--- src/hdl/aald_pkg.sv ---
// shared widths, queue entry type and register indexes of the line downsampler
package aald_pkg;

    localparam int PIX_W     = 8;
    localparam int NCH       = 3;
    localparam int SUM_W     = 20;
    localparam int SRC_W     = 13;
    localparam int TGT_W     = 12;
    localparam int FILL_W    = 13;
    localparam int PROD_W    = SRC_W + PIX_W;
    localparam int NUM_W     = SUM_W + 2;
    localparam int DIV_W     = SRC_W + 1;
    localparam int CNT_W     = $clog2(NUM_W);
    localparam int QDEPTH    = 4;
    localparam int QPTR_W    = $clog2(QDEPTH);
    localparam int CFG_IDX_W = 2;
    localparam int CFG_W     = SRC_W;

    typedef enum logic [CFG_IDX_W-1:0] {
        REG_SRC_LEN = 2'd0,
        REG_TGT_LEN = 2'd1
    } t_reg_idx;

    // one closed bin, or one pixel passed through unchanged
    typedef struct packed {
        logic                       bypass;
        logic [NCH-1:0][SUM_W-1:0]  sum;
    } t_bin;

endpackage

--- src/hdl/aald_fifo.sv ---
// short queue of closed bins between the accumulator and the divider
module aald_fifo import aald_pkg::*; (
    input  logic i_clk,
    input  logic i_rst_n,
    input  logic i_push,
    input  t_bin i_bin,
    output logic o_full,
    input  logic i_pop,
    output t_bin o_bin,
    output logic o_empty
);

    t_bin              r_mem [QDEPTH];
    logic [QPTR_W-1:0] r_wr;
    logic [QPTR_W-1:0] r_rd;
    logic [QPTR_W:0]   r_cnt;

    assign o_full  = (r_cnt == (QPTR_W+1)'(QDEPTH));
    assign o_empty = (r_cnt == '0);
    assign o_bin   = r_mem[r_rd];

    always_ff @(posedge i_clk) begin
        if (!i_rst_n) begin
            r_wr  <= '0;
            r_rd  <= '0;
            r_cnt <= '0;
        end else begin
            if (i_push) begin
                r_wr <= r_wr + 1'b1;
            end
            if (i_pop) begin
                r_rd <= r_rd + 1'b1;
            end
            if (i_push && !i_pop) begin
                r_cnt <= r_cnt + 1'b1;
            end else if (i_pop && !i_push) begin
                r_cnt <= r_cnt - 1'b1;
            end
        end
    end

    always_ff @(posedge i_clk) begin
        if (i_push) begin
            r_mem[r_wr] <= i_bin;
        end
    end

endmodule

--- src/hdl/aald_front.sv ---
// pixel intake: bin fill tracking, weighting and channel accumulation
module aald_front import aald_pkg::*; #(
    parameter int unsigned MAX_LINE = 4096
) (
    input  logic             i_clk,
    input  logic             i_rst_n,
    input  logic             i_clear,
    input  logic [SRC_W-1:0] i_src_len,
    input  logic [TGT_W-1:0] i_tgt_len,
    input  logic             i_in_valid,
    output logic             o_in_ready,
    input  logic [PIX_W-1:0] i_red,
    input  logic [PIX_W-1:0] i_green,
    input  logic [PIX_W-1:0] i_blue,
    input  logic             i_q_full,
    output logic             o_push,
    output t_bin             o_bin
);

    // stage a: classified pixel
    logic              r_a_vld;
    logic              r_a_byp;
    logic              r_a_emit;
    logic [SRC_W-1:0]  r_a_w;
    logic [FILL_W-1:0] r_a_rest;
    logic [PIX_W-1:0]  r_a_px [NCH];

    logic [FILL_W-1:0] r_fill;
    logic [SUM_W-1:0]  r_sum [NCH];

    logic              byp;
    logic              emit;
    logic [FILL_W:0]   fill_t;
    logic [SRC_W-1:0]  w;
    logic [FILL_W-1:0] rest;
    logic              accept;
    logic              b_needs_q;
    logic              b_fire;
    logic [PROD_W-1:0] prod_a [NCH];
    logic [PROD_W-1:0] prod_r [NCH];
    logic [SUM_W-1:0]  total  [NCH];

    always_comb begin
        byp    = (i_tgt_len == '0) || ({1'b0, i_tgt_len} >= i_src_len)
              || (32'(i_src_len) > MAX_LINE);
        fill_t = {1'b0, r_fill} + {2'b0, i_tgt_len};
        emit   = (fill_t >= {1'b0, i_src_len});
        w      = emit ? (i_src_len - r_fill) : {1'b0, i_tgt_len};
        rest   = emit ? FILL_W'(fill_t - {1'b0, i_src_len}) : '0;
    end

    assign b_needs_q  = r_a_byp || r_a_emit;
    assign b_fire     = r_a_vld && (!b_needs_q || !i_q_full);
    assign o_in_ready = !r_a_vld || b_fire;
    assign accept     = i_in_valid && o_in_ready;
    assign o_push     = b_fire && b_needs_q;

    // stage b: weight, add, close the bin
    always_comb begin
        o_bin.bypass = r_a_byp;
        for (int c = 0; c < NCH; c++) begin
            prod_a[c]    = {{PIX_W{1'b0}}, r_a_w} * {{SRC_W{1'b0}}, r_a_px[c]};
            prod_r[c]    = {{PIX_W{1'b0}}, r_a_rest} * {{SRC_W{1'b0}}, r_a_px[c]};
            total[c]     = r_sum[c] + prod_a[c][SUM_W-1:0];
            o_bin.sum[c] = r_a_byp ? {{(SUM_W-PIX_W){1'b0}}, r_a_px[c]} : total[c];
        end
    end

    always_ff @(posedge i_clk) begin
        if (!i_rst_n) begin
            r_a_vld <= 1'b0;
            r_fill  <= '0;
            for (int c = 0; c < NCH; c++) begin
                r_sum[c] <= '0;
            end
        end else begin
            if (accept) begin
                r_a_vld <= 1'b1;
            end else if (b_fire) begin
                r_a_vld <= 1'b0;
            end
            if (i_clear) begin
                r_fill <= '0;
            end else if (accept && !byp) begin
                r_fill <= emit ? rest : fill_t[FILL_W-1:0];
            end
            for (int c = 0; c < NCH; c++) begin
                if (i_clear) begin
                    r_sum[c] <= '0;
                end else if (b_fire && !r_a_byp) begin
                    r_sum[c] <= r_a_emit ? prod_r[c][SUM_W-1:0] : total[c];
                end
            end
        end
    end

    always_ff @(posedge i_clk) begin
        if (accept) begin
            r_a_byp   <= byp;
            r_a_emit  <= emit;
            r_a_w     <= w;
            r_a_rest  <= rest;
            r_a_px[0] <= i_red;
            r_a_px[1] <= i_green;
            r_a_px[2] <= i_blue;
        end
    end

endmodule

--- src/hdl/aald_back.sv ---
// bin divider: rounded sum / source length per channel, and output register
module aald_back import aald_pkg::*; (
    input  logic             i_clk,
    input  logic             i_rst_n,
    input  logic [SRC_W-1:0] i_src_len,
    input  logic             i_q_empty,
    input  t_bin             i_bin,
    output logic             o_pop,
    output logic             o_out_valid,
    input  logic             i_out_ready,
    output logic [PIX_W-1:0] o_red,
    output logic [PIX_W-1:0] o_green,
    output logic [PIX_W-1:0] o_blue
);

    typedef enum logic [1:0] {
        ST_IDLE,
        ST_DIV,
        ST_DONE
    } t_state;

    t_state           r_state;
    logic [CNT_W-1:0] r_cnt;
    logic [NUM_W-1:0] r_num [NCH];
    logic [DIV_W-1:0] r_rem [NCH];
    logic [PIX_W-1:0] r_quo [NCH];
    logic             r_out_vld;
    logic [PIX_W-1:0] r_out [NCH];

    logic [DIV_W-1:0] divisor;
    logic             out_free;
    logic             out_load;
    logic [DIV_W:0]   rem_sh [NCH];
    logic             ge     [NCH];
    logic [DIV_W-1:0] rem_nx [NCH];

    assign divisor     = {i_src_len, 1'b0};
    assign out_free    = !r_out_vld || i_out_ready;
    assign o_pop       = (r_state == ST_IDLE) && !i_q_empty && (!i_bin.bypass || out_free);
    // a new beat enters the output register this cycle
    assign out_load    = ((r_state == ST_IDLE) && !i_q_empty && i_bin.bypass && out_free)
                      || ((r_state == ST_DONE) && out_free);
    assign o_out_valid = r_out_vld;
    assign o_red       = r_out[0];
    assign o_green     = r_out[1];
    assign o_blue      = r_out[2];

    // one restoring step per lane
    always_comb begin
        for (int c = 0; c < NCH; c++) begin
            rem_sh[c] = {r_rem[c], r_num[c][NUM_W-1]};
            ge[c]     = (rem_sh[c] >= {1'b0, divisor});
            rem_nx[c] = ge[c] ? DIV_W'(rem_sh[c] - {1'b0, divisor}) : rem_sh[c][DIV_W-1:0];
        end
    end

    always_ff @(posedge i_clk) begin
        if (!i_rst_n) begin
            r_state   <= ST_IDLE;
            r_out_vld <= 1'b0;
            r_cnt     <= '0;
        end else begin
            if (out_load) begin
                r_out_vld <= 1'b1;
            end else if (i_out_ready) begin
                r_out_vld <= 1'b0;
            end
            unique case (r_state)
                ST_IDLE: begin
                    if (!i_q_empty) begin
                        if (i_bin.bypass) begin
                            if (out_free) begin
                                for (int c = 0; c < NCH; c++) begin
                                    r_out[c] <= i_bin.sum[c][PIX_W-1:0];
                                end
                            end
                        end else begin
                            for (int c = 0; c < NCH; c++) begin
                                r_num[c] <= {1'b0, i_bin.sum[c], 1'b0}
                                          + {{(NUM_W-SRC_W){1'b0}}, i_src_len};
                                r_rem[c] <= '0;
                            end
                            r_cnt   <= CNT_W'(NUM_W - 1);
                            r_state <= ST_DIV;
                        end
                    end
                end
                ST_DIV: begin
                    for (int c = 0; c < NCH; c++) begin
                        r_rem[c] <= rem_nx[c];
                        r_num[c] <= {r_num[c][NUM_W-2:0], 1'b0};
                        r_quo[c] <= {r_quo[c][PIX_W-2:0], ge[c]};
                    end
                    if (r_cnt == '0) begin
                        r_state <= ST_DONE;
                    end else begin
                        r_cnt <= r_cnt - 1'b1;
                    end
                end
                ST_DONE: begin
                    if (out_free) begin
                        for (int c = 0; c < NCH; c++) begin
                            r_out[c] <= r_quo[c];
                        end
                        r_state <= ST_IDLE;
                    end
                end
                default: begin
                    r_state <= ST_IDLE;
                end
            endcase
        end
    end

endmodule

--- src/hdl/area_average_line_downsampler.sv ---
// top level of the area-average line downsampler
//
// input channel: one rgb source pixel per beat (i_in_valid / o_in_ready)
// output channel: one averaged rgb pixel per beat (o_out_valid / i_out_ready)
// config port: i_cfg_we writes i_cfg_data to register i_cfg_idx at once
//   index 0 source length, index 1 target length; a write to either starts a new line
// lengths not usable (target zero, target not below source, source past
//   MAX_LINE): every pixel comes out unchanged via the queue and output register
// a pixel that closes a bin, when the divider is free, reaches the output
//   through 2 intake stages, the queue, 22 radix-2 divide steps and the
//   output register
// intake takes one pixel per cycle as long as the 4-entry bin queue has room;
//   each closed bin holds the shared 3-lane divider until its result enters
//   the output register, and no new bin starts dividing before then
// outside bypass, pixels that do not close a bin give no output beat
// reset (synchronous, active low): source length 2, target length 1,
//   sums and bin fill cleared, queue and output register empty
// when the receiver stalls the output register holds its beat, the divider
//   waits on its finished result, the queue fills and then o_in_ready drops
module area_average_line_downsampler import aald_pkg::*; #(
    parameter int unsigned MAX_LINE = 4096
) (
    input  logic                 i_clk,
    input  logic                 i_rst_n,
    input  logic                 i_cfg_we,
    input  logic [CFG_IDX_W-1:0] i_cfg_idx,
    input  logic [CFG_W-1:0]     i_cfg_data,
    input  logic                 i_in_valid,
    output logic                 o_in_ready,
    input  logic [PIX_W-1:0]     i_red_in,
    input  logic [PIX_W-1:0]     i_green_in,
    input  logic [PIX_W-1:0]     i_blue_in,
    output logic                 o_out_valid,
    input  logic                 i_out_ready,
    output logic [PIX_W-1:0]     o_red_out,
    output logic [PIX_W-1:0]     o_green_out,
    output logic [PIX_W-1:0]     o_blue_out
);

    logic [SRC_W-1:0] r_src_len;
    logic [TGT_W-1:0] r_tgt_len;
    logic             n_clear;

    logic q_push;
    logic q_pop;
    logic q_full;
    logic q_empty;
    t_bin q_in;
    t_bin q_out;

    // config decode; unknown indexes are dropped without clearing the line
    always_comb begin
        n_clear = 1'b0;
        if (i_cfg_we) begin
            unique case (i_cfg_idx)
                REG_SRC_LEN: n_clear = 1'b1;
                REG_TGT_LEN: n_clear = 1'b1;
                default:     n_clear = 1'b0;
            endcase
        end
    end

    always_ff @(posedge i_clk) begin
        if (!i_rst_n) begin
            r_src_len <= SRC_W'(2);
            r_tgt_len <= TGT_W'(1);
        end else if (i_cfg_we) begin
            unique case (i_cfg_idx)
                REG_SRC_LEN: r_src_len <= i_cfg_data[SRC_W-1:0];
                REG_TGT_LEN: r_tgt_len <= i_cfg_data[TGT_W-1:0];
                default: begin
                end
            endcase
        end
    end

    // intake and accumulation
    aald_front #(
        .MAX_LINE (MAX_LINE)
    ) u_front (
        .i_clk      (i_clk),
        .i_rst_n    (i_rst_n),
        .i_clear    (n_clear),
        .i_src_len  (r_src_len),
        .i_tgt_len  (r_tgt_len),
        .i_in_valid (i_in_valid),
        .o_in_ready (o_in_ready),
        .i_red      (i_red_in),
        .i_green    (i_green_in),
        .i_blue     (i_blue_in),
        .i_q_full   (q_full),
        .o_push     (q_push),
        .o_bin      (q_in)
    );

    // closed bins waiting for the divider
    aald_fifo u_fifo (
        .i_clk   (i_clk),
        .i_rst_n (i_rst_n),
        .i_push  (q_push),
        .i_bin   (q_in),
        .o_full  (q_full),
        .i_pop   (q_pop),
        .o_bin   (q_out),
        .o_empty (q_empty)
    );

    // rounding divide and output register
    aald_back u_back (
        .i_clk       (i_clk),
        .i_rst_n     (i_rst_n),
        .i_src_len   (r_src_len),
        .i_q_empty   (q_empty),
        .i_bin       (q_out),
        .o_pop       (q_pop),
        .o_out_valid (o_out_valid),
        .i_out_ready (i_out_ready),
        .o_red       (o_red_out),
        .o_green     (o_green_out),
        .o_blue      (o_blue_out)
    );

endmodule

--- config.mk ---
export PLATFORM = sky130hd
export DESIGN_NAME = area_average_line_downsampler
export DESIGN_NICKNAME = d
export VERILOG_FILES = /design/src/hdl/aald_pkg.sv /design/src/hdl/aald_fifo.sv /design/src/hdl/aald_front.sv /design/src/hdl/aald_back.sv /design/src/hdl/area_average_line_downsampler.sv
export SDC_FILE = /design/constraint.sdc
export NUM_CORES = 2
export LEC_CHECK = 0
export ABC_AREA = 1
export BUFFER_PORTS_ARGS = -buffer_cell sky130_fd_sc_hd__clkbuf_2
export CAP_MARGIN = 20
export CELL_PAD_IN_SITES_DETAIL_PLACEMENT = 1
export CELL_PAD_IN_SITES_GLOBAL_PLACEMENT = 2
export CORE_MARGIN = 2
export CORE_UTILIZATION = 44
export CTS_CLUSTER_DIAMETER = 30
export CTS_CLUSTER_SIZE = 30
export DETAILED_ROUTE_END_ITERATION = 6
export PLACE_DENSITY_LB_ADDON = 0.1
export SLEW_MARGIN = 20
export SYNTH_ARGS = -nofsm -noshare
export SYNTH_HDL_FRONTEND = slang
export SYNTH_SLANG_ARGS = --single-unit
--- constraint.sdc ---
create_clock -name i_clk -period 20.7 [get_ports i_clk]
set_input_delay 1.035 -clock i_clk [delete_from_list [all_inputs] [get_ports i_clk]]
set_output_delay 1.035 -clock i_clk [all_outputs]
set_load 0.05 [all_outputs]
==> impl_metrics.py <==
metrics = {
    "global_route": {
        "grt_use_total_pct": 27.3,
        "grt-ovfl-total": 0,
        "antenna_found_initial": 3,
        "grt_max_degree": 82,
        "grt_pass1_wl_um": 249000,
        "grt_pass1_vias": 43800,
    },
    "yosys": {
        "synth_seq_cells": 566,
        "yosysMostFrequentCell": "nand2_1",
        "synth-main-ff-cell": "edfxtp_1",
        "syn_inst": 6171,
        "ys_seq_area_share_pct": 32.2,
        "synth.top_cell.area_share_pct": 30.0,
        "synthTopCellsByArea": "edfxtp_1, fa_1, nand2_1",
        "yosys.area.top_type": "edfxtp_1",
        "synth_fp_nets": 7031,
        "synth-edff-count": 510,
        "synth_common_cells": "nand2_1, inv_1, edfxtp_1, fa_1, ha_1",
        "synth_cell_types": 51,
        "avgSynthCellArea_sq_um": 8.27,
        "netlist_area_sq_um": 51000,
        "yosys_warnings": 0,
        "postSynth.asyncResetShare_pct": 0,
    },
    "die": {
        "initial_utilization_pct": 44.5,
        "core_sq_um": 115000,
        "die_area_sq_um": 119000,
        "die_w_um": 345,
        "io_pins": 70,
        "fp.dieH_um": 345,
        "rows": 124,
    },
    "critical_path": {
        "crit_family": "adder cells",
        "ff2ff_path_depth": 15,
        "criticalPathCategory": "reg -> reg",
        "crit_path_start_kind": "flip-flop",
        "cp.required_ps": 21140,
        "crit_end": "u_fifo.r_mem[2][50]$_DFFE_PP_",
        "critPathLaunch": "u_front.r_a_w[5]$_DFFE_PP_",
        "worstPathArrival_ps": 5630,
        "timing.rr.start": "u_front.r_a_w[5]$_DFFE_PP_",
        "worstSetupEndpointType": "flip-flop",
        "critPathMaxFanout": 24,
        "path_depth": 15,
        "ff2ff_setup_slack_ps": 15510,
        "cpMostUsedCell": "fa_1",
        "path_cells": "buf_4, nand2_1, fa_1, fa_1, inv_1, fa_1, inv_1, fa_1, inv_1, ha_1, a21oi_1, o21ai_0, a21oi_1, xor2_1, nor2_1",
        "critPathSlowestCell": "xor2_1",
        "worst-path-buf-inv": 4,
        "critPathMaxStageDelay_ps": 580,
        "rr_endpoint": "u_fifo.r_mem[2][50]$_DFFE_PP_",
    },
    "clocking": {
        "clkLatencyLatePin_ps": 780,
        "cts_tree": "built",
        "path_clk_slew_ps": 50,
        "cts_made_buffers": 161,
        "root_buffer": "clkbuf_16",
        "htreeDepth": 4,
        "cts_resized": 0,
        "ctsHoldBuffers": 0,
        "numClockSinks": 566,
        "clock_path_buffers": 3,
        "post_cts_buffers": 0,
    },
    "detailed_routing": {
        "num_vias": 41200,
        "postRouteAntennaNets": 0,
        "drc_errors": 0,
        "drt_iter0_drc": 2213,
        "vias_per_cell": 5.22,
        "wl_per_cell_um": 20.2,
        "wl_um": 159000,
        "firstDrtPassIters": 5,
    },
    "run": {
        "maxCapViolations": 0,
    },
    "layout": {
        "drive_above_1_share_pct": 7.47,
        "finalNetCount": 7103,
        "area_growth_pct": 14.6,
        "nFillCells": 13600,
    },
    "timing": {
        "setup-tns-final_ps": 0,
        "rsz0062_at_grt": "no",
        "tightest_slew_ps": 1080,
        "fin_skew_ps": 52.1,
        "hold_violations": 0,
        "min_period_ps": 5190,
        "finalSetupViolCount": 0,
        "finalCritPeriodShare_pct": 25.1,
        "fmax_ghz": 0.193,
        "maxSlewHeadroom_pct": 28.1,
        "slew_violations": 0,
    },
    "placed_design": {
        "dp_hpwl_um": 114000,
        "gp_congestion": 0.857,
        "port_buffers": 69,
    },
    "outcome": {
        "status": "complete, no violations",
    },
    "worst_hold_path": {
        "hp-class": "in -> reg",
    },
}
## cell families after synthesis
family,after synthesis,synth area share [%]
buffers and inverters,1606,12.1
adder cells (fa/ha/maj),816,26.7
AO/OA/AOI/OAI,730,7.76
flip-flops,566,32.2
AND/OR/NAND/NOR,2286,18.3
XOR/XNOR,167,2.87
## worst reg2reg max path: stages, from the launching register on
cell and delay [ps]:
edfxtp_1 340, buf_4 380, nand2_1 160, fa_1 540
fa_1 550, inv_1 50, fa_1 480, inv_1 50
fa_1 470, inv_1 40, ha_1 320, a21oi_1 200
o21ai_0 180, a21oi_1 300, xor2_1 580, nor2_1 200
## final cells by class
type	count	area [sq um]	area share (%)
Sequential cell	566	16400	28.1
Timing Repair Buffer	147	938	1.60
Clock inverter	97	1340	2.28
Tap cell	1512	1890	3.23
Multi-Input combinational cell	3999	28400	48.6
Inverter	1368	5140	8.78
Antenna cell	2	5.00	0.00856
Clock buffer	195	4290	7.34
## how the worst min path moves through the flow
stage,depth (start not counted),to,start,slack [ps]
3_3_place_gp,0,u_back.r_quo[0][1]$_DFFE_PP_,u_back.r_quo[0][0]$_DFFE_PP_,430
2_1_floorplan,0,u_back.r_quo[0][10]$_DFFE_PP_,u_back.r_quo[0][9]$_DFFE_PP_,430
6_report,1,u_front.r_a_px[0][8]$_DFFE_PP_,i_green_in[0],450
5_1_grt,1,u_front.r_a_px[0][8]$_DFFE_PP_,i_green_in[0],420
3_5_place_dp,0,u_back.r_quo[0][6]$_DFFE_PP_,u_back.r_quo[0][5]$_DFFE_PP_,430
4_1_cts,1,u_front.r_a_px[0][14]$_DFFE_PP_,i_green_in[6],390
## cells in the final DEF, fill, tap and decap left out, types with 14 or more instances in the layout
master     instances
buf_4             77
clkinv_2          19
bufinv_16         23
nor3_1            26
o21ai_0          255
nand2_1         1526
a21oi_1          312
clkbuf_1          26
o22ai_1           34
fa_1             457
a21o_1            20
or2_2             15
xor2_1            91
clkinv_1          26
nor2_1           350
clkbuf_16        166
edfxtp_1         510
a31oi_1           14
nand2_2           19
o21ai_1           29
o21bai_1          20
nand4_1           57
dfxtp_1           54
clkbuf_2          69
nand3_1          247
xnor2_1           76
inv_1           1353
ha_1             359
## per-layer routing
metal / up-vias / wire [um] / track usage [%]
met5: - / 13 / 0
met4: 2 / 3940 / 7.64
met3: 249 / 8260 / 4.60
met2: 885 / 73700 / 44.2
met1: 20700 / 73200 / 37.8
li1: 19400 / - / -
## through the flow
step                      utilization, %  std cells  hold WS, ps  cell area [sq um]  worst slack [ps]
after detailed placement            46.1       7591          434              52800             15300
after global routing                51.0       7884          420              58500             15320
final                               51.0       7886          448              58500             15510
after floorplan                        -       6171          427              51000             11160
after global placement              46.1       7591          432              52800             15390
after CTS                           51.0       7883          391              58500             15260
## sequential cells by signal, summed over array words and instances, names as in the netlist, 3 cells and up, named ones only
name              cells
u_back.r_num         64
u_fifo.r_mem        244
r_src_len            13
u_back.r_quo         24
u_front.r_fill       13
u_front.r_sum        60
r_tgt_len            12
u_front.r_a_rest     13
u_front.r_a_w        13
u_back.r_rem         42
u_front.r_a_px       24
u_back.r_cnt          5
u_fifo.r_cnt          3
u_back.r_out         24
Power is left out: the tool's default activity adds up to more than one toggle a clock period on the data nets, which glitch-free logic cannot reach.
